**src/rtl/trpd_pkg.sv**
```systemverilog
// ============================================================================
// trpd_pkg
// Shared types and constants of the TGA run-length packet decoder.
// ============================================================================
`default_nettype none

package trpd_pkg;

  // Widths of stream fields and registers.
  localparam int unsigned ByteW       = 8;
  localparam int unsigned PixelW      = 32;
  localparam int unsigned BppW        = 3;
  localparam int unsigned CountW      = 8;
  localparam int unsigned IdxW        = 2;
  localparam int unsigned CfgDataW    = 32;
  localparam int unsigned CfgIdxW     = 1;
  localparam int unsigned ValidW      = 2;
  localparam int unsigned OutDataW    = 2 * PixelW;
  localparam int unsigned OutUserW    = ValidW + 1;

  // Largest pixel size in bytes.
  localparam logic [BppW-1:0] MaxBytesPerPixel = 3'd4;

  // Header byte fields.
  localparam logic [ByteW-1:0] RunFlag   = 8'h80;
  localparam logic [ByteW-1:0] CountMask = 8'h7F;

  // Reset values of the configuration registers.
  localparam logic [BppW-1:0]     BppReset   = 3'd3;
  localparam logic [CfgDataW-1:0] FrameReset = 32'd1;

  // Pixel counts carried in a result.
  localparam logic [ValidW-1:0] OnePixel  = 2'd1;
  localparam logic [ValidW-1:0] TwoPixels = 2'd2;

  // Configuration register indexes.
  typedef enum logic [CfgIdxW-1:0] {
    REG_BYTES_PER_PIXEL = 1'b0,
    REG_FRAME_PIXELS    = 1'b1
  } cfg_reg_e;

  // Packet phase of the controller.
  typedef enum logic [1:0] {
    ST_HEADER,
    ST_DATA,
    ST_DISCARD,
    ST_RUN
  } state_e;

  // Commands from the controller to the datapath.
  typedef struct packed {
    logic in_ready;  // input side may take a byte
    logic load_hdr;  // header byte accepted
    logic take_byte; // pixel byte accepted
    logic emit_raw;  // raw pixel completes and leaves as one result
    logic start_run; // run pixel completes and is held for emission
    logic dec_left;  // one pixel of the packet is finished
    logic emit_run;  // one run result leaves
  } cmd_t;

  // Status from the datapath to the controller.
  typedef struct packed {
    logic out_free;  // output register can take a result this cycle
    logic pix_done;  // the byte at the input completes a pixel
    logic is_run;    // current packet is a run packet
    logic left_one;  // the current pixel is the last of the packet
    logic fe_next;   // the next counted pixel closes the image
    logic run_last;  // the run result of this cycle is the final one
  } sts_t;

endpackage

`default_nettype wire

```
**src/rtl/trpd_ctrl.sv**
```systemverilog
// ============================================================================
// trpd_ctrl
// Packet phase state machine: header, pixel data, discard and run emission.
// ============================================================================
`default_nettype none

module trpd_ctrl (
  input  wire logic          clk_i,
  input  wire logic          rst_ni,
  input  wire logic          in_valid_i,
  input  wire trpd_pkg::sts_t sts_i,
  output trpd_pkg::cmd_t     cmd_o
);
  import trpd_pkg::*;

  state_e state_q, state_d;
  logic   accept;

  // State register.
  always_ff @(posedge clk_i or negedge rst_ni) begin
    if (!rst_ni) begin
      state_q <= ST_HEADER;
    end else begin
      state_q <= state_d;
    end
  end

  // Next state and commands.
  always_comb begin
    state_d = state_q;
    cmd_o   = '0;
    accept  = 1'b0;
    unique case (state_q)
      ST_HEADER: begin
        cmd_o.in_ready = sts_i.out_free;
        accept         = in_valid_i && sts_i.out_free;
        cmd_o.load_hdr = accept;
        if (accept) begin
          state_d = ST_DATA;
        end
      end
      ST_DATA: begin
        cmd_o.in_ready  = sts_i.out_free;
        accept          = in_valid_i && sts_i.out_free;
        cmd_o.take_byte = accept;
        if (accept && sts_i.pix_done) begin
          if (sts_i.is_run) begin
            cmd_o.start_run = 1'b1;
            state_d         = ST_RUN;
          end else begin
            cmd_o.emit_raw = 1'b1;
            cmd_o.dec_left = 1'b1;
            if (sts_i.left_one) begin
              state_d = ST_HEADER;
            end else if (sts_i.fe_next) begin
              state_d = ST_DISCARD;
            end
          end
        end
      end
      ST_DISCARD: begin
        cmd_o.in_ready  = sts_i.out_free;
        accept          = in_valid_i && sts_i.out_free;
        cmd_o.take_byte = accept;
        if (accept && sts_i.pix_done) begin
          cmd_o.dec_left = 1'b1;
          if (sts_i.left_one) begin
            state_d = ST_HEADER;
          end
        end
      end
      ST_RUN: begin
        cmd_o.emit_run = sts_i.out_free;
        if (sts_i.out_free && sts_i.run_last) begin
          state_d = ST_HEADER;
        end
      end
      default: begin
        state_d = ST_HEADER;
      end
    endcase
  end

endmodule

`default_nettype wire

```
**src/rtl/trpd_datapath.sv**
```systemverilog
// ============================================================================
// trpd_datapath
// Configuration, pixel assembly, packet and image counters, output register.
// ============================================================================
`default_nettype none

module trpd_datapath (
  input  wire logic                            clk_i,
  input  wire logic                            rst_ni,
  input  wire logic                            cfg_we_i,
  input  wire logic [trpd_pkg::CfgIdxW-1:0]    cfg_idx_i,
  input  wire logic [trpd_pkg::CfgDataW-1:0]   cfg_wdata_i,
  input  wire logic [trpd_pkg::ByteW-1:0]      in_byte_i,
  input  wire trpd_pkg::cmd_t                  cmd_i,
  output trpd_pkg::sts_t                       sts_o,
  input  wire logic                            out_ready_i,
  output logic                                 out_valid_o,
  output logic [trpd_pkg::OutDataW-1:0]        out_data_o,
  output logic [trpd_pkg::OutUserW-1:0]        out_user_o,
  output logic                                 out_last_o
);
  import trpd_pkg::*;

  // Configuration registers.
  logic [BppW-1:0]     bpp_q;
  logic [CfgDataW-1:0] frame_q;

  // Packet and pixel state.
  logic              run_q;
  logic [CountW-1:0] left_q;
  logic [IdxW-1:0]   idx_q;
  logic [PixelW-1:0] asm_q;
  logic [PixelW-1:0] run_px_q;
  logic [CountW-1:0] run_n_q;
  logic [PixelW-1:0] cnt_q, cnt_d;

  // Output register.
  logic              ov_q, ov_d;
  logic [PixelW-1:0] first_q, second_q;
  logic [ValidW-1:0] pv_q;
  logic              last_q, fend_q;

  logic [BppW-1:0]   bpp_eff;
  logic [BppW-1:0]   idx_inc;
  logic              pix_done;
  logic [PixelW-1:0] px_cur;
  logic [PixelW-1:0] cnt_p1, cnt_p2;
  logic              fe1, fe2;
  logic              run_single;
  logic              run_last;

  // Effective pixel size: zero acts as one, large values saturate.
  always_comb begin
    bpp_eff = bpp_q;
    if (bpp_q == '0) begin
      bpp_eff = BppW'(1);
    end else if (bpp_q > MaxBytesPerPixel) begin
      bpp_eff = MaxBytesPerPixel;
    end
  end

  // Byte gathering: the pixel is complete once the byte count reaches its size.
  assign idx_inc  = BppW'(idx_q) + BppW'(1);
  assign pix_done = (idx_inc >= bpp_eff);
  assign px_cur   = asm_q | (PixelW'(in_byte_i) << {idx_q, 3'b000});

  // Image pixel count for one or two more pixels.
  assign cnt_p1 = cnt_q + PixelW'(1);
  assign cnt_p2 = cnt_q + PixelW'(2);
  assign fe1    = (cnt_p1 == frame_q);
  assign fe2    = (cnt_p2 == frame_q);

  // A run result carries one pixel when the image closes or one pixel remains.
  assign run_single = fe1 || (run_n_q == CountW'(1));
  assign run_last   = run_single || fe2 || (run_n_q == CountW'(2));

  // Status toward the controller.
  always_comb begin
    sts_o          = '0;
    sts_o.out_free = !ov_q || out_ready_i;
    sts_o.pix_done = pix_done;
    sts_o.is_run   = run_q;
    sts_o.left_one = (left_q <= CountW'(1));
    sts_o.fe_next  = fe1;
    sts_o.run_last = run_last;
  end

  // Next image count.
  always_comb begin
    cnt_d = cnt_q;
    if (cmd_i.emit_raw || (cmd_i.emit_run && run_single)) begin
      cnt_d = fe1 ? '0 : cnt_p1;
    end else if (cmd_i.emit_run) begin
      cnt_d = fe2 ? '0 : cnt_p2;
    end
  end

  // Output valid flag.
  always_comb begin
    ov_d = ov_q;
    if (cmd_i.emit_raw || cmd_i.emit_run) begin
      ov_d = 1'b1;
    end else if (out_ready_i) begin
      ov_d = 1'b0;
    end
  end

  // Control registers and configuration.
  always_ff @(posedge clk_i or negedge rst_ni) begin
    if (!rst_ni) begin
      bpp_q   <= BppReset;
      frame_q <= FrameReset;
      run_q   <= 1'b0;
      left_q  <= '0;
      idx_q   <= '0;
      asm_q   <= '0;
      run_n_q <= '0;
      cnt_q   <= '0;
      ov_q    <= 1'b0;
    end else begin
      ov_q  <= ov_d;
      cnt_q <= cnt_d;
      if (cfg_we_i) begin
        case (cfg_reg_e'(cfg_idx_i))
          REG_BYTES_PER_PIXEL: bpp_q   <= cfg_wdata_i[BppW-1:0];
          REG_FRAME_PIXELS:    frame_q <= cfg_wdata_i;
          default:             ;
        endcase
      end
      if (cmd_i.load_hdr) begin
        run_q  <= (in_byte_i & RunFlag) != '0;
        left_q <= CountW'(in_byte_i & CountMask) + CountW'(1);
        idx_q  <= '0;
        asm_q  <= '0;
      end else if (cmd_i.take_byte) begin
        if (pix_done) begin
          idx_q <= '0;
          asm_q <= '0;
        end else begin
          idx_q <= idx_inc[IdxW-1:0];
          asm_q <= px_cur;
        end
      end
      if (cmd_i.dec_left) begin
        left_q <= left_q - CountW'(1);
      end
      if (cmd_i.start_run) begin
        run_n_q <= left_q;
      end else if (cmd_i.emit_run) begin
        run_n_q <= run_n_q - (run_single ? CountW'(1) : CountW'(2));
      end
    end
  end

  // Payload registers.
  always_ff @(posedge clk_i) begin
    if (cmd_i.start_run) begin
      run_px_q <= px_cur;
    end
    if (cmd_i.emit_raw) begin
      first_q  <= px_cur;
      second_q <= '0;
      pv_q     <= OnePixel;
      last_q   <= 1'b1;
      fend_q   <= fe1;
    end else if (cmd_i.emit_run) begin
      first_q  <= run_px_q;
      second_q <= run_single ? '0 : run_px_q;
      pv_q     <= run_single ? OnePixel : TwoPixels;
      last_q   <= run_last;
      fend_q   <= run_single ? fe1 : fe2;
    end
  end

  assign out_valid_o = ov_q;
  assign out_data_o  = {second_q, first_q};
  assign out_user_o  = {fend_q, pv_q};
  assign out_last_o  = last_q;

endmodule

`default_nettype wire

```
**src/rtl/tga_rle_packet_decoder_top.sv**
```systemverilog
// ============================================================================
// tga_rle_packet_decoder_top
// TGA run-length packet decoder: compressed bytes in, pixel pairs out.
// ============================================================================
// Throughput: one stream byte per cycle while no run is being emitted and the
// output register is free. A raw pixel result appears in the cycle after its
// last byte is taken. A run pixel is held in a register and emitted from the
// run state; the run stalls the input, one output register slot per result.
// Reset: asynchronous, active low; clears packet state and the pixel count,
// sets bytes_per_pixel to 3 and frame_pixels to 1.
`default_nettype none

module tga_rle_packet_decoder_top (
  input  wire logic                                clk_i,
  input  wire logic                                rst_ni,
  // Configuration write port.
  input  wire logic                                cfg_we_i,
  input  wire logic [trpd_pkg::CfgIdxW-1:0]        cfg_idx_i,
  input  wire logic [trpd_pkg::CfgDataW-1:0]       cfg_wdata_i,
  // Input stream.
  input  wire logic                                s_axis_tvalid_i,
  output logic                                     s_axis_tready_o,
  input  wire logic [trpd_pkg::ByteW-1:0]          s_axis_tdata_i,   // stream_byte
  // Output stream.
  output logic                                     m_axis_tvalid_o,
  input  wire logic                                m_axis_tready_i,
  output logic [trpd_pkg::OutDataW-1:0]            m_axis_tdata_o,   // first_pixel, second_pixel
  output logic                                     m_axis_tlast_o,   // last_of_burst
  output logic [trpd_pkg::OutUserW-1:0]            m_axis_tuser_o    // pixels_valid, frame_end
);
  import trpd_pkg::*;

  cmd_t cmd;
  sts_t sts;

  // Packet phase controller.
  trpd_ctrl u_ctrl (
    .clk_i      (clk_i),
    .rst_ni     (rst_ni),
    .in_valid_i (s_axis_tvalid_i),
    .sts_i      (sts),
    .cmd_o      (cmd)
  );

  // Pixel datapath and output register.
  trpd_datapath u_dp (
    .clk_i       (clk_i),
    .rst_ni      (rst_ni),
    .cfg_we_i    (cfg_we_i),
    .cfg_idx_i   (cfg_idx_i),
    .cfg_wdata_i (cfg_wdata_i),
    .in_byte_i   (s_axis_tdata_i),
    .cmd_i       (cmd),
    .sts_o       (sts),
    .out_ready_i (m_axis_tready_i),
    .out_valid_o (m_axis_tvalid_o),
    .out_data_o  (m_axis_tdata_o),
    .out_user_o  (m_axis_tuser_o),
    .out_last_o  (m_axis_tlast_o)
  );

  assign s_axis_tready_o = cmd.in_ready;

endmodule

`default_nettype wire

```
**config.mk**
```make
export PLATFORM = sky130hd
export DESIGN_NAME = tga_rle_packet_decoder_top
export DESIGN_NICKNAME = d
export VERILOG_FILES = /design/src/rtl/trpd_pkg.sv /design/src/rtl/trpd_ctrl.sv /design/src/rtl/trpd_datapath.sv /design/src/rtl/tga_rle_packet_decoder_top.sv
export SDC_FILE = /design/constraint.sdc
export NUM_CORES = 1
export LEC_CHECK = 0
export BUFFER_PORTS_ARGS = -buffer_cell sky130_fd_sc_hd__buf_2
export CAP_MARGIN = 20
export CORE_MARGIN = 5
export CORE_UTILIZATION = 45
export DETAILED_ROUTE_END_ITERATION = 16
export SYNTH_ARGS = -nofsm -noshare
export SYNTH_HDL_FRONTEND = slang
export SYNTH_HIERARCHICAL = 1
export SYNTH_SLANG_ARGS = --single-unit
```
**constraint.sdc**
```tcl
create_clock -name clk_i -period 4.7 [get_ports clk_i]
set_input_delay 0 -clock clk_i [delete_from_list [all_inputs] [get_ports clk_i]]
set_output_delay 0 -clock clk_i [all_outputs]
set_load 0.05 [all_outputs]
```
==> results.json <==
{
  "status": "finished with violations",
  "violations": "hold timing",
  "slew_headroom_pct": 36.3,
  "cts.path.max_buffers": 3,
  "fin_crit_sh_pct": 91.5,
  "drt_wl_total_mm": 40.9,
  "synth_edf_count": 65,
  "core_area_sq_mm": 0.0276,
  "ctsRootBufferMaster": "clkbuf_16",
  "yosysWarnings": 6,
  "ys_types": 89,
  "final_cells": 1870,
  "crit_fanout": 16,
  "leakagePower_nw": 6.06,
  "first_iter_violations": 838,
  "initial_core_util_pct": 45.3,
  "synthFlopType": "dfrtp_1",
  "h-tree-depth": 1,
  "hold_class": "in2async",
  "holdWs_ns": -0.0140,
  "post-route-min-period_ns": 4.30,
  "cts.sinks": 221,
  "portBuffers": 115,
  "crit_required_ns": 5.17,
  "comb_power_share_pct": 40.6,
  "finClkSkew_ns": 0.0214,
  "syn_area_sq_mm": 0.0125,
  "async_reset_ff_share_pct": 54.8,
  "worstMarginPinSlew_ns": 0.953,
  "setup_violations": 0,
  "path_class": "reg2reg",
  "final_core_util_pct": 53.9,
  "clockPowerShare_pct": 24.6,
  "crit_path_start_kind": "register",
  "dpl.cell_count": 1771,
  "wl_per_cell_microns": 21.9,
  "p_int_mw": 4.67,
  "grt_usage_pct": 26.0,
  "grt_pass1_vias": 11000,
  "cts_made_buffers": 26,
  "place_area_sq_mm": 0.0135,
  "diodes": 0,
  "finalMaxSlewViolations": 0,
  "antenna_found_initial": 0,
  "syn_inst": 1328,
  "maxCapViolations": 0,
  "power_density_mw_per_mm2": 553,
  "vias": 11000,
  "grt_pass1_wl_mm": 63.9,
  "die_width_microns": 177,
  "synth.avg_cell_area_sq_um": 9.42,
  "p_switching_mw": 3.57,
  "max_freq_mhz": 233,
  "syn_to_final_growth_pct": 19.0,
  "end_kind": "register",
  "synth_fp_nets": 1391,
  "dieArea_sq_mm": 0.0312,
  "cp_data_arrival_time_ns": 4.77,
  "ant_nets": 0,
  "cts_tree": "done",
  "first_pass_iters": 5,
  "yosys.area.top_type": "dfrtp_1",
  "cts.clk_slew.worst_paths_ns": 0.06,
  "synth_top_cell_area_share_pct": 23.6,
  "grt_setup_unrepaired": "no",
  "yosys-top-cells-count": "a21oi_1 (132), dfrtp_1 (118), nand2_1 (110)",
  "dp.final_hpwl_mm": 29.0,
  "gp_congestion": 0.990,
  "synth_area_leaders": "dfrtp_1 (24%), edfxtp_1 (16%), dfxtp_1 (5.6%)",
  "nNetsFinal": 1535,
  "synth-seq-cells": 221,
  "clock_latency_ns": 0.56,
  "yosysSeqAreaShare_pct": 45.4,
  "synth_most_common_cell": "a21oi_1",
  "vias_per_cell": 5.87,
  "rows": 61,
  "p_sw_share_pct": 43.4,
  "drcViolationCount": 0,
  "vdd_ir_drop_max_v": 0.000448,
  "pin_count": 116,
  "hold_viol": 13,
  "overflow": 0,
  "drive_gt1_share_pct": 19.4,
  "grt_max_degree": 67,
  "seqPwrFrac_pct": 34.8,
  "die_h_microns": 177,
  "finalSetupTns_ns": 0,
  "fin_area_sq_mm": 0.0149,
  "post_cts_buffers": 0
}
## worst max-delay path, cell delays in order, from the launching register on
cell and delay, ns:
dfrtp_1 0.60, nand4_4 0.31, nor4_2 0.55, nand3_1 0.25, a22o_1 0.32, or4_4 0.53
nor4_4 0.27, nand2b_1 0.19, ha_1 0.23, nor2b_1 0.13, nor4b_1 0.28, buf_4 0.18
nand2_1 0.06, xor2_1 0.14, o21ai_0 0.16
## what timing repair did
item,CTS,global route
hold buffers,51,0
hold endpoints to repair,143,0
gates resized for setup,0,4
setup endpoints to repair,0,4
## through the flow
| step | setup slack [ns] | hold WS [ns] | power (mW) |
|---|---|---|---|
| 2_1_floorplan | 0.473 | -0.296 | 5.24 |
| 3_3_place_gp | 0.465 | 0.0334 | 6.18 |
| 3_5_place_dp | 0.371 | 0.0404 | 6.20 |
| 4_1_cts | 0.331 | 0.00987 | 8.30 |
| 5_1_grt | 0.0834 | 0.0436 | 8.70 |
| 6_report | 0.401 | -0.0140 | 8.24 |
## final timing paths
| kind | startpoint | end | slack, ns | cells past startpoint |
|---|---|---|---|---|
| max reg2reg | u_dp/cnt_q[17] | u_dp/run_n_q[5] | 0.40 | 14 |
| min reg2reg | u_dp/second_q[17] | u_dp/second_q[17] | 0.47 | 1 |
| max | u_dp/cnt_q[17] | u_dp/run_n_q[5] | 0.40 | 14 |
| min | rst_ni | u_dp/frame_q[9] | -0.01 | 2 |
| min in group clk_i | cfg_idx_i | u_dp/frame_q[6] | 0.13 | 4 |
| max in group asynchronous | rst_ni | u_dp/asm_q[30] | 3.68 | 3 |
## placed cells by master (no fill, tap or decap), types with 6 or more instances in the layout
cell / Yosys / routed
nor4b_1: 6 / 6
nand2b_1: 10 / 10
nor4_1: 18 / 16
inv_1: 54 / 54
o31ai_1: 6 / 6
a31oi_1: 13 / 13
ha_1: 16 / 16
xnor2_1: 46 / 46
a32oi_1: 9 / 9
nand2_1: 110 / 110
dfrtp_1: 118 / 118
buf_4: 17 / 54
edfxtp_1: 65 / 65
nor2b_1: 17 / 17
and3_1: 16 / 16
and2_1: 12 / 12
nor3_1: 47 / 47
o22ai_1: 9 / 9
o21ai_0: 47 / 47
a21oi_1: 132 / 132
mux2_2: 34 / 34
dfxtp_1: 35 / 35
a211oi_1: 12 / 12
o211ai_1: 10 / 10
nor2_1: 99 / 94
buf_2: 26 / 114
nor4_2: 6 / 8
dlygate4sd3_1: 0 / 51
nand3_1: 47 / 47
xor2_1: 30 / 30
clkbuf_16: 0 / 26
nand4_1: 35 / 35
a22o_1: 39 / 39
and4_1: 13 / 13
## layer usage
| metal | global-route usage (%) | wire length (microns) | up-vias |
|---|---|---|---|
| met5 | 0 | 0 | - |
| met4 | 10.1 | 1780 | 0 |
| met3 | 3.74 | 2360 | 90 |
| met2 | 44.5 | 19900 | 404 |
| met1 | 33.5 | 16900 | 5335 |
| li1 | - | - | 5151 |
## kinds of logic (layout without fill, tap and decap cells)
family,after synthesis,in the layout,synth area share [%]
adders and majority gates,17,17,1.76
DFF,221,221,45.4
buffers and inverters,159,323,5.73
AOI/OAI and AO/OA,336,336,17.4
and+or+nand+nor,480,480,20.9
xor gates and xnor gates,76,76,5.32
muxes,39,39,3.50
## cell type report
cell class / count / area (sq um)
Fill cell: 2557 / 12700
Multi-Input combinational cell: 948 / 6160
Sequential cell: 221 / 5680
Timing Repair Buffer: 220 / 1510
Clock buffer: 31 / 679
Tap cell: 378 / 473
Inverter: 55 / 206
Clock inverter: 17 / 185
## power by group through the flow
stage               Clock [mW]  Combinational, mW  Sequential (mW)
finish                    2.03               3.34             2.87
global route              2.17               3.61             2.93
CTS                       2.08               3.35             2.87
detailed placement           0               3.30             2.89
global placement             0               3.28             2.90
floorplan                    0               1.70             3.55
## registers in the layout (all words and copies together), names as in the netlist, 3 cells and up
register	count
u_dp/asm_q	32
u_dp/bpp_q	3
u_dp/cnt_q	32
u_dp/first_q	32
u_dp/frame_q	32
u_dp/left_q	8
u_dp/run_n_q	8
u_dp/run_px_q	32
u_dp/second_q	32
Power figures use the tool's default switching activity.
